===== src/rtl/ipd_pkg.sv =====
// Shared types and constants for the incremental PID duty controller.
`timescale 1ns / 1ps
package ipd_pkg;

	localparam int unsigned DATA_W  = 16;
	localparam int unsigned ERR_W   = DATA_W + 1;
	localparam int unsigned ACC_W   = 32;
	localparam int unsigned IDX_W   = 3;
	localparam int unsigned IN_W    = 2 * DATA_W;

	// Register indexes on the write port.
	localparam logic [IDX_W-1:0] REG_GAIN_P        = 3'd0;
	localparam logic [IDX_W-1:0] REG_GAIN_I        = 3'd1;
	localparam logic [IDX_W-1:0] REG_GAIN_D        = 3'd2;
	localparam logic [IDX_W-1:0] REG_ERR_BAND_HIGH = 3'd3;
	localparam logic [IDX_W-1:0] REG_ERR_BAND_LOW  = 3'd4;
	localparam logic [IDX_W-1:0] REG_DUTY_MAX      = 3'd5;
	localparam logic [IDX_W-1:0] REG_DUTY_MIN      = 3'd6;

	localparam logic [DATA_W-1:0] ERR_BAND_HIGH_RST = 16'd1000;
	localparam logic [DATA_W-1:0] DUTY_MAX_RST      = 16'd1000;

	typedef struct packed {
		logic [DATA_W-1:0] gain_p;
		logic [DATA_W-1:0] gain_i;
		logic [DATA_W-1:0] gain_d;
		logic [DATA_W-1:0] err_band_high;
		logic [DATA_W-1:0] err_band_low;
		logic [DATA_W-1:0] duty_max;
		logic [DATA_W-1:0] duty_min;
	} ipd_cfg_t;

	typedef struct packed {
		logic signed [ERR_W-1:0] prev_error;
		logic signed [ERR_W-1:0] older_error;
		logic signed [ACC_W-1:0] accum_output;
		logic [DATA_W-1:0]       held_duty;
	} ipd_state_t;

endpackage


===== src/rtl/incremental_pid_duty.sv =====
// Top level of the incremental PID duty controller.
// Pipeline: input register, then result register, which loads once the output is free or taken.
// Throughput: one item per cycle while the output is not stalled; the loop state updates
// as an item leaves the input stage.
// While a result waits downstream the input register still takes one more item, then
// s_axis_tready drops until the result is taken.
// Reset (arst_n low, asynchronous) clears the loop state and held duty, empties both
// stages and loads the register defaults.
`timescale 1ns / 1ps
module incremental_pid_duty (
	input  logic                        clk,
	input  logic                        arst_n,
	input  logic                        wr_en,
	input  logic [ipd_pkg::IDX_W-1:0]   wr_index,
	input  logic [ipd_pkg::DATA_W-1:0]  wr_data,
	input  logic                        s_axis_tvalid,
	output logic                        s_axis_tready,
	input  logic [ipd_pkg::IN_W-1:0]    s_axis_tdata,   // [15:0] set_value, [31:16] feedback_value
	output logic                        m_axis_tvalid,
	input  logic                        m_axis_tready,
	output logic [ipd_pkg::DATA_W-1:0]  m_axis_tdata    // [15:0] duty
);
	import ipd_pkg::*;

	ipd_cfg_t          cfg;
	ipd_state_t        state_q;
	ipd_state_t        state_nxt;
	logic [DATA_W-1:0] set_s1;
	logic [DATA_W-1:0] fb_s1;
	logic              valid_s1;
	logic              out_valid_q;
	logic              advance;

	ipd_cfg_regs u_cfg (
		.clk      (clk),
		.arst_n   (arst_n),
		.wr_en    (wr_en),
		.wr_index (wr_index),
		.wr_data  (wr_data),
		.cfg      (cfg)
	);

	ipd_datapath u_dp (
		.set_value      (set_s1),
		.feedback_value (fb_s1),
		.cfg            (cfg),
		.state_cur      (state_q),
		.state_nxt      (state_nxt)
	);

	assign advance       = valid_s1 && (!out_valid_q || m_axis_tready);
	assign s_axis_tready = !valid_s1 || advance;

	always_ff @(posedge clk or negedge arst_n) begin
		if (!arst_n) begin
			valid_s1 <= 1'b0;
		end else if (s_axis_tready) begin
			valid_s1 <= s_axis_tvalid;
		end
	end

	always_ff @(posedge clk) begin
		if (s_axis_tready && s_axis_tvalid) begin
			set_s1 <= s_axis_tdata[DATA_W-1:0];
			fb_s1  <= s_axis_tdata[IN_W-1:DATA_W];
		end
	end

	// The held duty doubles as the result payload.
	always_ff @(posedge clk or negedge arst_n) begin
		if (!arst_n) begin
			state_q     <= '0;
			out_valid_q <= 1'b0;
		end else begin
			if (advance) begin
				state_q <= state_nxt;
			end
			if (advance) begin
				out_valid_q <= 1'b1;
			end else if (m_axis_tready) begin
				out_valid_q <= 1'b0;
			end
		end
	end

	assign m_axis_tvalid = out_valid_q;
	assign m_axis_tdata  = state_q.held_duty;

endmodule


===== src/rtl/ipd_cfg_regs.sv =====
// Configuration register bank of the incremental PID duty controller.
`timescale 1ns / 1ps
module ipd_cfg_regs (
	input  logic                     clk,
	input  logic                     arst_n,
	input  logic                     wr_en,
	input  logic [ipd_pkg::IDX_W-1:0]  wr_index,
	input  logic [ipd_pkg::DATA_W-1:0] wr_data,
	output ipd_pkg::ipd_cfg_t        cfg
);
	import ipd_pkg::*;

	ipd_cfg_t cfg_q;

	always_ff @(posedge clk or negedge arst_n) begin
		if (!arst_n) begin
			cfg_q.gain_p        <= '0;
			cfg_q.gain_i        <= '0;
			cfg_q.gain_d        <= '0;
			cfg_q.err_band_high <= ERR_BAND_HIGH_RST;
			cfg_q.err_band_low  <= '0;
			cfg_q.duty_max      <= DUTY_MAX_RST;
			cfg_q.duty_min      <= '0;
		end else if (wr_en) begin
			unique case (wr_index)
				REG_GAIN_P:        cfg_q.gain_p        <= wr_data;
				REG_GAIN_I:        cfg_q.gain_i        <= wr_data;
				REG_GAIN_D:        cfg_q.gain_d        <= wr_data;
				REG_ERR_BAND_HIGH: cfg_q.err_band_high <= wr_data;
				REG_ERR_BAND_LOW:  cfg_q.err_band_low  <= wr_data;
				REG_DUTY_MAX:      cfg_q.duty_max      <= wr_data;
				REG_DUTY_MIN:      cfg_q.duty_min      <= wr_data;
				default: ;
			endcase
		end
	end

	assign cfg = cfg_q;

endmodule


===== src/rtl/ipd_datapath.sv =====
// Error banding, incremental PID step, saturation and duty clamp for one item.
`timescale 1ns / 1ps
module ipd_datapath (
	input  logic [ipd_pkg::DATA_W-1:0] set_value,
	input  logic [ipd_pkg::DATA_W-1:0] feedback_value,
	input  ipd_pkg::ipd_cfg_t          cfg,
	input  ipd_pkg::ipd_state_t        state_cur,
	output ipd_pkg::ipd_state_t        state_nxt
);
	import ipd_pkg::*;

	localparam int unsigned D1_W   = ERR_W + 1;
	localparam int unsigned D2_W   = ERR_W + 2;
	localparam int unsigned PROD_W = D2_W + DATA_W + 1;
	localparam int unsigned SUM_W  = PROD_W + 2;
	localparam int unsigned NEXT_W = ACC_W + 2;

	logic signed [ERR_W-1:0]  err;
	logic signed [ERR_W-1:0]  hi_s;
	logic signed [ERR_W-1:0]  lo_s;
	logic signed [D1_W-1:0]   d_p;
	logic signed [D2_W-1:0]   d_d;
	logic signed [DATA_W:0]   kp_s;
	logic signed [DATA_W:0]   ki_s;
	logic signed [DATA_W:0]   kd_s;
	logic signed [PROD_W-1:0] prod_p;
	logic signed [PROD_W-1:0] prod_i;
	logic signed [PROD_W-1:0] prod_d;
	logic signed [SUM_W-1:0]  sum;
	logic signed [SUM_W-1:0]  sum_rnd;
	logic signed [NEXT_W-1:0] next_wide;
	logic signed [ACC_W-1:0]  next_sat;
	logic signed [ACC_W:0]    next_cmp;
	logic [DATA_W-1:0]        pid_duty;

	assign err  = $signed({1'b0, set_value}) - $signed({1'b0, feedback_value});
	assign hi_s = $signed({1'b0, cfg.err_band_high});
	assign lo_s = $signed({1'b0, cfg.err_band_low});

	assign kp_s = $signed({1'b0, cfg.gain_p});
	assign ki_s = $signed({1'b0, cfg.gain_i});
	assign kd_s = $signed({1'b0, cfg.gain_d});

	assign d_p = D1_W'(err) - D1_W'(state_cur.prev_error);
	assign d_d = D2_W'(err) - (D2_W'(state_cur.prev_error) <<< 1)
		+ D2_W'(state_cur.older_error);

	assign prod_p = PROD_W'(d_p) * PROD_W'(kp_s);
	assign prod_i = PROD_W'(err) * PROD_W'(ki_s);
	assign prod_d = PROD_W'(d_d) * PROD_W'(kd_s);

	assign sum     = SUM_W'(prod_p) + SUM_W'(prod_i) + SUM_W'(prod_d);
	// Arithmetic shift gives floor, so adding half first rounds ties upward.
	assign sum_rnd = (sum + SUM_W'(128)) >>> 8;

	assign next_wide = NEXT_W'(state_cur.accum_output) + NEXT_W'(sum_rnd);

	always_comb begin
		if (next_wide[NEXT_W-1:ACC_W-1] == '0 || next_wide[NEXT_W-1:ACC_W-1] == '1) begin
			next_sat = next_wide[ACC_W-1:0];
		end else if (next_wide[NEXT_W-1]) begin
			next_sat = {1'b1, {(ACC_W-1){1'b0}}};
		end else begin
			next_sat = {1'b0, {(ACC_W-1){1'b1}}};
		end
	end

	assign next_cmp = (ACC_W+1)'(next_sat);

	// The minimum test wins when the limits cross.
	always_comb begin
		priority if (next_cmp < $signed({{(ACC_W+1-DATA_W){1'b0}}, cfg.duty_min})) begin
			pid_duty = cfg.duty_min;
		end else if (next_cmp > $signed({{(ACC_W+1-DATA_W){1'b0}}, cfg.duty_max})) begin
			pid_duty = cfg.duty_max;
		end else begin
			pid_duty = next_sat[DATA_W-1:0];
		end
	end

	always_comb begin
		state_nxt = state_cur;
		priority if (err > hi_s) begin
			state_nxt.held_duty = cfg.duty_max;
		end else if (err > lo_s && err < hi_s) begin
			state_nxt.older_error  = state_cur.prev_error;
			state_nxt.prev_error   = err;
			state_nxt.accum_output = next_sat;
			state_nxt.held_duty    = pid_duty;
		end else if (err < 0) begin
			state_nxt.held_duty = cfg.duty_min;
		end else begin
			state_nxt.held_duty = state_cur.held_duty;
		end
	end

endmodule

===== config.mk =====
export PLATFORM = sky130hd
export DESIGN_NAME = incremental_pid_duty
export DESIGN_NICKNAME = d
export VERILOG_FILES = /design/src/rtl/ipd_pkg.sv /design/src/rtl/incremental_pid_duty.sv /design/src/rtl/ipd_cfg_regs.sv /design/src/rtl/ipd_datapath.sv
export SDC_FILE = /design/constraint.sdc
export NUM_CORES = 2
export LEC_CHECK = 0
export ABC_AREA = 1
export BUFFER_PORTS_ARGS = -buffer_cell sky130_fd_sc_hd__buf_2
export CORE_UTILIZATION = 60
export DETAILED_ROUTE_END_ITERATION = 12
export MAX_ROUTING_LAYER = met4
export PLACE_DENSITY_LB_ADDON = 0.3
export SYNTH_ARGS = -nofsm -noshare
export SYNTH_HDL_FRONTEND = slang
export SYNTH_SLANG_ARGS = --single-unit

===== constraint.sdc =====
create_clock -name clk -period 14.5 [get_ports clk]
set_clock_uncertainty 0.2 [all_clocks]
set_input_delay 2.175 -clock clk [delete_from_list [all_inputs] [get_ports clk]]
set_output_delay 2.175 -clock clk [all_outputs]
set_load 0.03 [all_outputs]

==> metrics.md <==
| Metric | Value |
|---|---|
| Status | finished with violations |
| Violated checks | setup timing |
| YS warnings | 0 |
| Slowest CP cell | fa_1 |
| Post-Syn Instances | 6,027 |
| Leading cell types by count after synthesis | inv_1 (1,569), nand2_1 (1,194), fa_1 (1,046) |
| Synth top area cells | fa_1 (42%), inv_1 (12%), dfrtp_1 (9.2%), ha_1 (9.0%), nand2_1 (9.0%) |
| Routability cong. | 1.01 |
| CTS root buffer | clkbuf_16 |
| Post-synth ARST share | 86.0% |
| Pre-Repair DR Iteration Count | 8 |
| Final Cycle Share | 108% |
| CTS tree | yes |
| # IOs | 74 |
| DRC viols | 0 |
| Clk Latency, worst-skew pair | 630 ps |
| Area after DPL | 0.0565 mm2 |
| Finished Core Util | 73.8% |
| Filler instances | 5,929 |
| Die area | 0.0843 mm2 |
| Hold Path Class | flop to flop |
| HPWL Detailed | 132 mm |
| Final WL | 159 mm |
| Most common cell in the netlist | inv_1 |
| Core area | 0.0822 mm2 |
| Fin crit period | 15,690 ps |
| Biggest area consumer among synthesized cells | fa_1 |
| TritonCTS Sinks | 228 |
| Setup CP Type | flop to flop |
| Initial antenna violation count | 2 |
| Final hold vios | 0 |
| Sequential area share after synthesis | 11.8% |
| Gr usage total | 39.8% |
| Buffers on Ports | 73 |
| Yosys top cell area share | 42.0% |
| CP max FO | 6 |
| Crit-path max cell delay | 580 ps |
| Die Ht | 290 um |
| Total CTS buffers | 28 |
| Setup ws final | -1190 ps |
| Syn_nets | 7,488 |
| Initial Util | 60.7% |
| H-tree level count | 1 |
| CP dominant cell by count | fa_1 |
| Least-Margin Pin Slew | 1210 ps |
| Cell area after layout | 0.0607 mm2 |
| Fmax | 0.0637 GHz |
| R2R depth | 88 |
| Crit start category | flop |
| Die W | 290 um |
| Standard-cell row count | 105 |
| Layout Area Growth over Synthesis | 21.6% |
| Main synth FF type | dfrtp_1 |
| Slew Limit Fails | 0 |
| Cells on Worst Hold Path | 2 |
| DR vias/cell | 5.47 |
| RSZ-0062 raised after global routing | true |
| Final ANT Viol Nets | 0 |
| Vias in the first global route | 44,115 |
| Flop and latch count out of synthesis | 228 |
| Final setup viols | 16 |
| MaxCap Viol Count | 0 |
| Nets | 8,178 |
| GRT overflow | 0 |
| Per-cell routed wire length | 20.3 um |
| Pin count of the biggest net entering global routing | 88 |
| Via count | 42,755 |
| Number of flops mapped to enable cells by yosys | 32 |
| First-pass GRT wire length | 249 mm |
| Synth unique cells | 57 |
| Initial drt markers | 3,664 |
| Syn_area_per_cell | 8.28 um2 |
| CTS max path bufs | 3 |
| Synth Cell Area | 0.0499 mm2 |
| Worst setup EP type | flop |
| DP Worst Slack | -1480 ps |
| Max-slew headroom | 19.4% |
| Share of post-route cells with drive strength above 1 | 22.3% |
| Worst EP required | 14,830 ps |
| Clk pin slew, worst setup/hold paths | 60 ps |
| Final hold slack | 289 ps |
| Crit path DAT | 16,030 ps |
[placed cells by master, fill, tap and decap left out, types with 29 or more instances in the layout]
cell,n
inv_1,1510
nand2_1,1097
fa_1,1010
buf_4,691
nor2_1,502
ha_1,297
dfrtp_1,184
o21ai_0,160
nand3_1,106
a21oi_1,105
nand2_2,93
buf_2,72
inv_2,69
ha_4,62
nor2_2,46
a21oi_2,46
nand3_2,46
or2_2,42
xnor2_1,42
nor2_4,36
fa_2,36
xor2_1,32
edfxtp_1,32
clkbuf_16,29
buf_6,29
[layout make-up]
type | instances | area (um2) | area share [%]
timing repair inverter | 1 | 6.26 | 0.0103
clock inverter | 16 | 226 | 0.373
timing repair buffer | 819 | 6420 | 10.6
sequential | 228 | 5880 | 9.69
clock buffer | 36 | 741 | 1.22
inverter | 1616 | 6100 | 10.1
multi-input combinational | 4023 | 40000 | 65.8
tap | 1070 | 1340 | 2.21
antenna | 4 | 10.0 | 0.0165
[per-stage QoR]
step / TNS [ps] / cells
floorplan: -68.2 / 6027
global placement: -23020 / 7659
detailed placement: -24060 / 7659
CTS: -12030 / 7789
global route: -38720 / 7812
finish: -18550 / 7813
[critical path: cells and delay by family (launching register included)]
family,cells,cell delay [ps]
DFF,1,420
and+or+nand+nor,37,3880
adders and majority gates,16,6860
AOI/OAI and AO/OA,13,1750
buffers and inverters,20,1970
xor gates and xnor gates,2,480
[state kept, by name (all words and copies together) (netlist names)]
signal	count
set_s1	16
fb_s1	16
state_q	66
u_cfg.cfg	112
valid_s1	1
m_axis_tdata	16
m_axis_tvalid	1
[metal layers]
layer	up-vias	GRT usage (%)	wire length (um)
li1	18937	-	-
met1	21213	53.2	61600
met2	2200	60.2	71100
met3	405	8.42	17600
met4	0	15.1	8590
met5	-	-	0
[cell families after synthesis]
logic type | count (synthesis) | share of synthesized area [%]
and+or+nand+nor | 2080 | 17.2
xor gates and xnor gates | 92 | 1.64
adders and majority gates | 1405 | 51.0
AOI/OAI and AO/OA | 442 | 4.83
DFF | 228 | 11.8
buffers and inverters | 1780 | 13.6
[repair_timing]
item                       CTS  global route
hold buffers                 0             0
buffers inserted            73            27
setup endpoints to repair   45            48
pin swaps                  128           131
gates resized for setup    329           240
cloned                       5             2
[final timing paths]
| path | start | to | slack (ps) |
|---|---|---|---|
| setup reg to reg | set_s1[2]$_DFFE_PP_ | m_axis_tdata[11]$_DFFE_PN0P_ | -1190 |
| setup / recovery | set_s1[2]$_DFFE_PP_ | m_axis_tdata[11]$_DFFE_PN0P_ | -1190 |
| hold reg to reg | u_cfg.cfg[39]$_DFFE_PN0P_ | u_cfg.cfg[39]$_DFFE_PN0P_ | 290 |
| min in group asynchronous | arst_n | u_cfg.cfg[39]$_DFFE_PN0P_ | 1390 |
| hold / removal | u_cfg.cfg[39]$_DFFE_PN0P_ | u_cfg.cfg[39]$_DFFE_PN0P_ | 290 |
| max in group asynchronous | arst_n | state_q[41]$_DFFE_PN0P_ | 10630 |
Power is left out: the tool's default activity adds up to more than one toggle a clock period on the data nets, which glitch-free logic cannot reach.
